**src/hw/rtl/hlsrgb_pkg.sv**
```systemverilog
// Shared constants, stage-advance type and hue ramp helper for the HLS to RGB converter.
`timescale 1ns / 1ps
`default_nettype none

package hlsrgb_pkg;

   // Field widths
   localparam int HUE_W    = 13;
   localparam int FIELD_W  = 13;
   localparam int CHAN_W   = 8;
   localparam int RAMP_W   = 10;

   // Hue breakpoints in 1/16 degree units
   localparam logic [HUE_W-1:0] HUE_FULL     = 13'd5760;
   localparam logic [HUE_W-1:0] HUE_THIRD    = 13'd1920;
   localparam logic [HUE_W-1:0] HUE_RISE_END = 13'd960;
   localparam logic [HUE_W-1:0] HUE_FLAT_END = 13'd2880;
   localparam logic [HUE_W-1:0] HUE_FALL_END = 13'd3840;

   // Load strobes for the stage registers after the input stage
   typedef struct packed {
      logic s2;
      logic s3;
      logic s4;
      logic s5;
   } hlsrgb_adv_type;

   // Weight of (m2 - m1) for one channel hue, in 1/16 degree units up to 960 (sixty degrees)
   function automatic logic [RAMP_W-1:0] ramp_weight(input logic [HUE_W-1:0] h);
      logic [HUE_W-1:0] fall;
      fall = HUE_FALL_END - h;
      if (h < HUE_RISE_END) begin
         return h[RAMP_W-1:0];
      end else if (h < HUE_FLAT_END) begin
         return HUE_RISE_END[RAMP_W-1:0];
      end else if (h < HUE_FALL_END) begin
         return fall[RAMP_W-1:0];
      end else begin
         return '0;
      end
   endfunction

endpackage

`default_nettype wire

```
**src/hw/rtl/hlsrgb_channel.sv**
```systemverilog
// One colour channel: hue ramp weight, ramp multiply and scaling to eight bits.
`timescale 1ns / 1ps
`default_nettype none

module hlsrgb_channel
   import hlsrgb_pkg::*;
#(
   parameter int FRACTION_BITS = 12
)
(
   input  wire logic                            clock,
   input  wire hlsrgb_adv_type                  adv,
   input  wire logic [HUE_W-1:0]                hue,      // stage 1
   input  wire logic [2*FRACTION_BITS+1:0]      delta,    // stage 3, m2 - m1
   input  wire logic [2*FRACTION_BITS+11:0]     base,     // stage 4, m1 * 960
   output logic      [CHAN_W-1:0]               channel   // stage 5
);

   localparam int PW = 2 * FRACTION_BITS + 2;
   localparam int NW = PW + 10;
   localparam int XW = NW + 5;

   logic [RAMP_W-1:0] weight2_ff;
   logic [RAMP_W-1:0] weight3_ff;
   logic [NW-1:0]     prod4_ff;
   logic [NW-1:0]     prod4_in;
   logic [NW-1:0]     num;
   logic [XW-1:0]     scaled;
   logic [CHAN_W-1:0] chan5_ff;
   logic [CHAN_W-1:0] chan5_in;

   // Ramp product, then scale by 255/960 = 17/64 and drop the fraction
   always_comb begin
      prod4_in = NW'(delta) * NW'(weight3_ff);
      num      = base + prod4_ff;
      scaled   = (XW'(num) << 4) + XW'(num);
      chan5_in = scaled[2*FRACTION_BITS+13 : 2*FRACTION_BITS+6];
   end

   // Advance the channel stages with the shared strobes
   always_ff @(posedge clock) begin
      if (adv.s2) begin
         weight2_ff <= ramp_weight(hue);
      end
      if (adv.s3) begin
         weight3_ff <= weight2_ff;
      end
      if (adv.s4) begin
         prod4_ff <= prod4_in;
      end
      if (adv.s5) begin
         chan5_ff <= chan5_in;
      end
   end

   assign channel = chan5_ff;

endmodule

`default_nettype wire

```
**src/hw/rtl/hls_to_rgb_converter.sv**
```systemverilog
// Top level of the HLS to RGB converter: clamping, m1/m2 datapath and pipeline control.
//
//  channel | direction | tdata fields (low bit up)                      | tuser
//  req     | in        | hue[12:0], lightness[25:13], saturation[38:26] | none
//  rsp     | out       | red[7:0], green[15:8], blue[23:16]             | none
//
//  rsp_tvalid rises when an accepted req transaction reaches the output register;
//  one transaction enters per cycle unless the output stalls. The stages are clamp
//  and hue offset, l*s multiply, m1/m2 add, ramp multiply, scale and output register.
//  Each stage holds while its successor is full and stalled, so empty stages
//  still fill while a result waits; req_tready follows rsp_tready through this chain.
//  reset clears only the stage valid bits; data registers carry no reset.
`timescale 1ns / 1ps
`default_nettype none

module hls_to_rgb_converter
   import hlsrgb_pkg::*;
#(
   parameter int FRACTION_BITS = 12
)
(
   input  wire logic        clock,
   input  wire logic        reset,
   input  wire logic        req_tvalid,
   output logic             req_tready,
   input  wire logic [39:0] req_tdata,   // hue[12:0], lightness[25:13], saturation[38:26]
   output logic             rsp_tvalid,
   input  wire logic        rsp_tready,
   output logic [23:0]      rsp_tdata    // red[7:0], green[15:8], blue[23:16]
);

   localparam int LW = FRACTION_BITS + 1;
   localparam int PW = 2 * LW;
   localparam int XW = (LW > FIELD_W) ? LW : FIELD_W;
   localparam logic [XW-1:0] ONE_X = XW'(1) << FRACTION_BITS;

   // Stage valid bits and ready chain
   logic v1_ff, v2_ff, v3_ff, v4_ff, v5_ff;
   logic v1_in, v2_in, v3_in, v4_in, v5_in;
   logic rdy1, rdy2, rdy3, rdy4, rdy5;
   hlsrgb_adv_type adv;

   // Stage 1
   logic [HUE_W-1:0] hue_c, hr_in, hb_in;
   logic [XW-1:0]    l_x, s_x;
   logic [HUE_W-1:0] hg1_ff, hr1_ff, hb1_ff;
   logic [LW-1:0]    l1_ff, s1_ff, l1_in, s1_in;
   // Stage 2
   logic [PW-1:0]    ls2_ff, ls2_in;
   logic [LW-1:0]    l2_ff, s2_ff;
   logic             low2_ff, low2_in;
   // Stage 3
   logic [PW-1:0]    m2_c, l_one, m1_in, d_in;
   logic [PW-1:0]    m1_3_ff, d3_ff;
   // Stage 4
   logic [PW+9:0]    base4_ff, base4_in;
   // Stage 5
   logic [CHAN_W-1:0] red, green, blue;

   // Ready chain: a stage loads when empty or when its successor moves on
   always_comb begin
      rdy5 = !v5_ff || rsp_tready;
      rdy4 = !v4_ff || rdy5;
      rdy3 = !v3_ff || rdy4;
      rdy2 = !v2_ff || rdy3;
      rdy1 = !v1_ff || rdy2;
      v1_in = rdy1 ? req_tvalid : v1_ff;
      v2_in = rdy2 ? v1_ff : v2_ff;
      v3_in = rdy3 ? v2_ff : v3_ff;
      v4_in = rdy4 ? v3_ff : v4_ff;
      v5_in = rdy5 ? v4_ff : v5_ff;
      adv.s2 = rdy2;
      adv.s3 = rdy3;
      adv.s4 = rdy4;
      adv.s5 = rdy5;
   end

   always_ff @(posedge clock) begin
      if (reset) begin
         v1_ff <= 1'b0;
         v2_ff <= 1'b0;
         v3_ff <= 1'b0;
         v4_ff <= 1'b0;
         v5_ff <= 1'b0;
      end else begin
         v1_ff <= v1_in;
         v2_ff <= v2_in;
         v3_ff <= v3_in;
         v4_ff <= v4_in;
         v5_ff <= v5_in;
      end
   end

   // Stage 1: clamp inputs and form the offset hues for red and blue
   always_comb begin
      hue_c = (req_tdata[12:0] > HUE_FULL) ? HUE_FULL : req_tdata[12:0];
      hr_in = hue_c + HUE_THIRD;
      if (hr_in > HUE_FULL) begin
         hr_in = hr_in - HUE_FULL;
      end
      hb_in = (hue_c >= HUE_THIRD) ? (hue_c - HUE_THIRD) : (hue_c + (HUE_FULL - HUE_THIRD));
      l_x   = XW'(req_tdata[25:13]);
      s_x   = XW'(req_tdata[38:26]);
      l1_in = (l_x > ONE_X) ? LW'(ONE_X) : LW'(l_x);
      s1_in = (s_x > ONE_X) ? LW'(ONE_X) : LW'(s_x);
   end

   // Stage 2: l*s product and lightness split
   always_comb begin
      ls2_in  = PW'(l1_ff) * PW'(s1_ff);
      low2_in = (PW'({l1_ff, 1'b0}) <= (PW'(1) << FRACTION_BITS));
   end

   // Stage 3: m2, m1 and the ramp span m2 - m1
   always_comb begin
      l_one = PW'(l2_ff) << FRACTION_BITS;
      if (low2_ff) begin
         m2_c = l_one + ls2_ff;
      end else begin
         m2_c = l_one + (PW'(s2_ff) << FRACTION_BITS) - ls2_ff;
      end
      m1_in = (l_one << 1) - m2_c;
      d_in  = m2_c - m1_in;
   end

   // Stage 4: m1 * 960 as shift and subtract
   always_comb begin
      base4_in = ((PW + 10)'(m1_3_ff) << 10) - ((PW + 10)'(m1_3_ff) << 6);
   end

   // Advance the shared data stages
   always_ff @(posedge clock) begin
      if (rdy1) begin
         hg1_ff <= hue_c;
         hr1_ff <= hr_in;
         hb1_ff <= hb_in;
         l1_ff  <= l1_in;
         s1_ff  <= s1_in;
      end
      if (rdy2) begin
         ls2_ff  <= ls2_in;
         l2_ff   <= l1_ff;
         s2_ff   <= s1_ff;
         low2_ff <= low2_in;
      end
      if (rdy3) begin
         m1_3_ff <= m1_in;
         d3_ff   <= d_in;
      end
      if (rdy4) begin
         base4_ff <= base4_in;
      end
   end

   // One ramp per channel
   hlsrgb_channel #(.FRACTION_BITS(FRACTION_BITS)) u_red (
      .clock   (clock),
      .adv     (adv),
      .hue     (hr1_ff),
      .delta   (d3_ff),
      .base    (base4_ff),
      .channel (red)
   );

   hlsrgb_channel #(.FRACTION_BITS(FRACTION_BITS)) u_green (
      .clock   (clock),
      .adv     (adv),
      .hue     (hg1_ff),
      .delta   (d3_ff),
      .base    (base4_ff),
      .channel (green)
   );

   hlsrgb_channel #(.FRACTION_BITS(FRACTION_BITS)) u_blue (
      .clock   (clock),
      .adv     (adv),
      .hue     (hb1_ff),
      .delta   (d3_ff),
      .base    (base4_ff),
      .channel (blue)
   );

   assign req_tready = rdy1;
   assign rsp_tvalid = v5_ff;
   assign rsp_tdata  = {blue, green, red};

   // An empty output stage leaves the whole pipeline free to accept
   a_ready_when_drained: assert property (@(posedge clock) disable iff (reset)
      !v5_ff |-> req_tready)
      else $error("req_tready low while output stage empty");

   // An accepted transaction lands in the first stage
   a_accept_fills_stage1: assert property (@(posedge clock) disable iff (reset)
      (req_tvalid && req_tready) |=> v1_ff)
      else $error("accepted transaction lost at stage 1");

   // A blocked first stage keeps its item
   a_stage1_holds: assert property (@(posedge clock) disable iff (reset)
      (v1_ff && !rdy2) |=> (v1_ff && $stable(hg1_ff) && $stable(l1_ff)))
      else $error("stage 1 changed while stalled");

endmodule

`default_nettype wire
```
**config.mk**
```make
export PLATFORM = sky130hd
export DESIGN_NAME = hls_to_rgb_converter
export DESIGN_NICKNAME = d
export VERILOG_FILES = /design/src/hw/rtl/hlsrgb_pkg.sv /design/src/hw/rtl/hlsrgb_channel.sv /design/src/hw/rtl/hls_to_rgb_converter.sv
export SDC_FILE = /design/constraint.sdc
export NUM_CORES = 2
export LEC_CHECK = 0
export CORE_MARGIN = 10
export CORE_UTILIZATION = 60
export CTS_BUF_LIST = sky130_fd_sc_hd__clkbuf_2 sky130_fd_sc_hd__clkbuf_4 sky130_fd_sc_hd__clkbuf_8
export CTS_CLUSTER_SIZE = 25
export DETAILED_ROUTE_END_ITERATION = 7
export DONT_BUFFER_PORTS = 1
export PLACE_DENSITY = 0.79
export SKIP_LAST_GASP = 1
export SYNTH_ARGS = -nofsm -noshare
export SYNTH_HDL_FRONTEND = slang
export SYNTH_SLANG_ARGS = --single-unit
```
**constraint.sdc**
```tcl
create_clock -name clock -period 6 [get_ports clock]
set_input_delay 0.3 -clock clock [delete_from_list [all_inputs] [get_ports clock]]
set_output_delay 0.3 -clock clock [all_outputs]
set_load 0.02 [all_outputs]
```
# Yosys cells after proc, flatten, opt, wreduce, memory -nomap -nowiden

Index checks and enable logic that the tools add are counted.

Word-level logic and storage cells: 90
Output and inout port bits: 26
Input port bits: 44
Bits in registers: 403

Reductions and logical operators: 10
$mul: 4
Order comparisons: 15
Multiplexer cells: 13
Add/subtract/negate cells: 19

Operators by type and width:

| kind                   | number |
|---|---|
| $add 38x36->38         | 3 |
| $add 36x36->36         | 3 |
| $mul 26x10->36         | 3 |
| $mux 10                | 9 |
| $lt 13x12->1 const B   | 6 |
| $sub 26x26->26         | 3 |
| $gt 13x13->1 const B   | 4 |
| $lt 13x10->1 const B   | 3 |
| $mux 13                | 3 |
| $sub 36x32->36         | 1 |
| $sub 10x10->10 const A | 3 |
| $add 25x25->26         | 1 |
| $add 25x26->26         | 1 |
| $mul 13x13->26         | 1 |
| $mux 26                | 1 |
| $le 14x13->1 const B   | 1 |
| $add 13x11->13 const B | 1 |
| $add 13x12->13 const B | 1 |
| $ge 13x11->1 const B   | 1 |
| $sub 13x11->13 const B | 1 |
| $sub 13x13->13 const B | 1 |
| $logic_not 1->1        | 5 |
| $logic_or 1x1->1       | 5 |

# Longest topological paths before layout

Depth in word-level cells: 6
Gate-level depth with buffers: 28
Gate-level depth less buffers: 28

# Cells and area by module

A second synthesis with hierarchy kept.

Cells, all modules: 5,978
Area, all modules: 56,565.5 um^2

Modules (own cells, without submodules):

| module                    | instances | area an instance (um^2) | cells each | sequential area each (um^2) |
|---|---|---|---|---|
| hls_to_rgb_converter      | 1         | 17,521.8                | 1,709      | 5,655.4 |
| hlsrgb_channel at u_red   | 1         | 13,327.8                | 1,464      | 1,921.8 |
| hlsrgb_channel at u_green | 1         | 13,063.8                | 1,437      | 1,921.8 |
| hlsrgb_channel at u_blue  | 1         | 12,652.1                | 1,368      | 1,921.8 |

# Worst setup path after synthesis

OpenSTA, ideal clock, no wires.

Path type: flip-flop to flip-flop
Start: register u_green.weight3_ff[1]
End: register u_green.prod4_ff[33] (data pin)
Stages on the path, launching flop included: 26
Period minus slack after synthesis: 6.534 ns
Arrival: 6.276 ns
Setup time: 0.258 ns
Slack: -0.534 ns
Required time: 5.742 ns
Path buffers: 2
Path through: edfxtp_1 clkbuf_1 clkbuf_1 nand2_1 fa_1 inv_1 fa_1 inv_1 fa_1 fa_1 inv_1 fa_1 ha_1 o21ai_0 a21boi_0 and4_1 a221o_1 a211oi_1 o21ai_0 a21bo_2 a41oi_1 a21oi_1 a2111oi_0 o21bai_1 a21oi_1 xnor2_1

Longest elaborated chain between the ends: 1

RTL lines:

| element                  | line                 | source |
|---|---|---|
| start: declaration       | hlsrgb_channel.sv:24 | `logic [RAMP_W-1:0] weight3_ff;` |
| start signal: assignment | hlsrgb_channel.sv:46 | `weight3_ff <= weight2_ff;` |
| $mul 26x10->36           | hlsrgb_channel.sv:34 | `prod4_in = NW'(delta) * NW'(weight3_ff);` |
| net u_green.prod4_in[33] | hlsrgb_channel.sv:26 | `logic [NW-1:0] prod4_in;` |
| end signal: assignment   | hlsrgb_channel.sv:49 | `prod4_ff <= prod4_in;` |
| end: declaration         | hlsrgb_channel.sv:25 | `logic [NW-1:0] prod4_ff;` |

The timed path passes the listed nets, and every way through them passes these cells.
A chain may end at the register's enable or synchronous reset.

# Final worst setup path

Start: register u_blue.weight3_ff[4]
End: register u_blue.prod4_ff[35] (data pin)

Longest elaborated chain between the ends: 1

RTL lines:

| element                  | line |
|---|---|
| start: declaration       | hlsrgb_channel.sv:24 |
| start signal: assignment | hlsrgb_channel.sv:46 |
| $mul 26x10->36           | hlsrgb_channel.sv:34 |
| net u_blue.prod4_in[35]  | hlsrgb_channel.sv:26 |
| end signal: assignment   | hlsrgb_channel.sv:49 |
| end: declaration         | hlsrgb_channel.sv:25 |

The timed path passes the listed nets, and every way through them passes these cells.

==> out/results.txt <==
Status - finished with violations
Failing checks - setup timing
R2R depth - 21
Vias in the first global route - 43300
CTS Sinks - 379
First-pass GRT wire length - 226 mm
CTS buffer count - 72
Synthesis-stage register bit count - 379
Initial antenna violation count - 12
CP arrival - 6.91 ns
Hold Path Class - in -> reg
Crit Path Max Fanout - 11
Yosys warnings - 0
Cell count after synthesis - 5695
Hold Crit Endpoint - hb1_ff[11]
CP required - 6.51 ns
Simple-gate share of the synthesized area - 0.154
Reg clk slew, reported paths - 0.07 ns
Final Max Slew Viols - 0
Die width - 319 um
Synth Area in Compound Gates - 0.105
Crit. path cell count - 21
Max cap viols - 0
WHS - 0.0500 ns
WHS Path Cells - 4
Top cell by count, worst path - fa_2
Core box area - 88600 um2
Main synth FF type - edfxtp_1
Pin count of the biggest net entering global routing - 81
Post-synthesis sequential area ratio - 0.211
Grt total ovfl - 0
Area grow syn2layout - 15.5%
CTS tree - yes
Final WL - 145 mm
Commonest non-fill, non-tap cell in the layout - inv_1
Commonest non-fill, non-tap cells in the layout - inv_1, fa_1, nand2_1
Final #Nets - 7446
Mapped Area - 53700 um2
Reg2reg end - u_blue.prod4_ff[35]
Row cnt - 109
Via-to-Cell Ratio - 5.74
Adder-Cell Fraction of Synth Area - 0.389
First DRT Iteration DRCs - 3339
Multiplexer area fraction after synthesis - 0.00212
Final Setup Violations - 27
Initial cell density of the core - 0.606
Hold Fails Final Rpt - 0
# port buffers - 0
Wire per inst - 19.6 um
Max Freq - 156 MHz
Fillcell total - 6259
Post-Synth XOR/XNOR Area - 0.0536
Drc violations - 0
Post-route antenna net violation count - 0
Largest family of logic cells by synthesized area - adder cells
Cell family with most CP delay - adder cells
Clock latency on the worst-skew pair - 0.78 ns
Syn Area/Cell - 9.44 um2
Slew @ Worst Pin - 1.13 ns
Final period util - 1.07
Final Critical Period - 6.39 ns
Critical-path top delay cell - fa_2
CP max stage delay - 0.56 ns
Kind of critical path - reg -> reg
Fin worst setup slack - -0.392 ns
Clock Skew - 0.0718 ns
R2R Path Start - u_blue.weight3_ff[4]
Share of cells above drive strength 1 - 0.146
Number of placed I/O pins - 70
Hpwl dp - 115 mm
Hold Startpoint - req_tdata[9]
CTS Buffer Depth - 3
CP Buf/Inv Count - 4
Die Y - 319 um
Global placement routability congestion - 0.965
GRT Total Usage - 0.278
Synth cell types - 92
Post-synth EDFFs - 374
Post-layout util - 0.700
Setup crit start kind - flop
Via count - 42400
Full die area - 102000 um2
CP Capture Type - flop
Post-synth ARST share - 0
Pre-antenna DRT Iters - 5
RSZ-0062 raised after global routing - yes
Cell Chain, Critical Path - buf_6, buf_4, and2_1, fa_2, fa_1, inv_2, fa_2, inv_1, fa_2, fa_2, ha_4, nand3_2, or2_4, o211ai_1, a2111oi_1, or4_4, and3_4, o41a_1, o31ai_2, a21oi_2, xnor2_1
Relative slew slack - 0.247
Flop2flop setup slack - -0.39 ns
H-tree levels - 3
Root Buffer - clkbuf_8
[cell type report]
class / instances / area, um2 / share of cell area
multi-input combinational: 4108 / 39200 / 0.632
sequential: 379 / 11300 / 0.183
timing repair buffer: 560 / 4630 / 0.0746
inverter: 1032 / 3870 / 0.0624
tap: 1165 / 1460 / 0.0235
clock buffer: 81 / 1060 / 0.0171
clock inverter: 49 / 498 / 0.00802
antenna: 6 / 15.0 / 0.000242
[worst reg2reg max path: stages (launching register included)]
cell and delay, ns:
edfxtp_1 0.38, buf_6 0.16, buf_4 0.15, and2_1 0.16, fa_2 0.39, fa_1 0.54
inv_2 0.05, fa_2 0.56, inv_1 0.06, fa_2 0.53, fa_2 0.46, ha_4 0.28
nand3_2 0.08, or2_4 0.24, o211ai_1 0.38, a2111oi_1 0.17, or4_4 0.46, and3_4 0.18
o41a_1 0.42, o31ai_2 0.25, a21oi_2 0.09, xnor2_1 0.14
[sequential cells by signal, indices dropped and copies added, names as in the netlist, 13 cells and up]
register	flops
u_blue.prod4_ff	35
u_green.prod4_ff	35
u_red.prod4_ff	35
base4_ff	30
ls2_ff	26
m1_3_ff	26
d3_ff	25
hg1_ff	13
l1_ff	13
l2_ff	13
s1_ff	13
s2_ff	13
[layer usage]
layer  track usage  up-vias  wire length [um]
met4         0.106        8              6120
met3        0.0612      416             12400
met5             0        -                53
met2         0.473     1796             69500
met1         0.343    20800             56600
li1              -    19400                 -
[Yosys cell counts, drive strengths merged, types with 25 or more instances]
cell / count / area, um2
nor2: 187 / 702
clkbuf: 184 / 692
nor3: 71 / 355
inv: 1030 / 3870
ha: 550 / 6880
a211oi: 25 / 188
a21o: 96 / 721
and3: 31 / 194
nand2: 621 / 2330
and2: 459 / 2870
nor2b: 49 / 307
or3: 31 / 199
xnor2: 244 / 2140
o21bai: 63 / 473
a31oi: 40 / 250
fa: 699 / 14000
nand3: 57 / 285
nand2b: 43 / 269
xor2: 76 / 666
o21a: 40 / 300
edfxtp: 374 / 11200
a21oi: 261 / 1310
o21ai: 129 / 646
[what timing repair did]
| action | CTS | global route |
|---|---|---|
| resized for setup | 126 | 201 |
| setup endpoints to repair | 43 | 64 |
| pin swaps | 87 | 108 |
| cloned | 1 | 0 |
| endpoints found under the hold margin | 47 | 0 |
| hold buffers | 40 | 0 |
| buffers inserted | 54 | 43 |
[worst max path at each step]
stage / slack [ns] / start / end
after floorplan: -0.1 / u_green.weight3_ff[1] / u_green.prod4_ff[33]
after global placement: -0.45 / d3_ff[7] / u_blue.prod4_ff[35]
after detailed placement: -0.57 / d3_ff[7] / u_blue.prod4_ff[35]
after CTS: -0.42 / d3_ff[3] / u_blue.prod4_ff[35]
after global routing: -0.55 / u_blue.weight3_ff[1] / u_blue.prod4_ff[35]
final: -0.39 / u_blue.weight3_ff[4] / u_blue.prod4_ff[35]
[logic make-up (layout without fill, tap and decap cells)]
kind of cell,count (synthesis),count (layout)
other cells,2,24
mux,11,11
compound gates,855,855
simple gates,1650,1650
fa+ha+maj,1251,1251
flops,379,379
xor+xnor,323,323
buf+inv,1224,1722
[per-stage QoR]
| stage | instances | TNS (ns) | cell area, um2 | setup slack, ns |
|---|---|---|---|---|
| 2_1_floorplan | 5711 | -0.115 | 54000 | -0.0964 |
| 3_3_place_gp | 7126 | -7.52 | 58100 | -0.454 |
| 3_5_place_dp | 7126 | -10.72 | 58100 | -0.570 |
| 4_1_cts | 7345 | -4.14 | 61000 | -0.418 |
| 5_1_grt | 7380 | -9.51 | 62100 | -0.551 |
| 6_report | 7380 | -4.37 | 62100 | -0.392 |
Power is left out: the tool's default activity adds up to more than one toggle a clock period on the data nets, which glitch-free logic cannot reach.
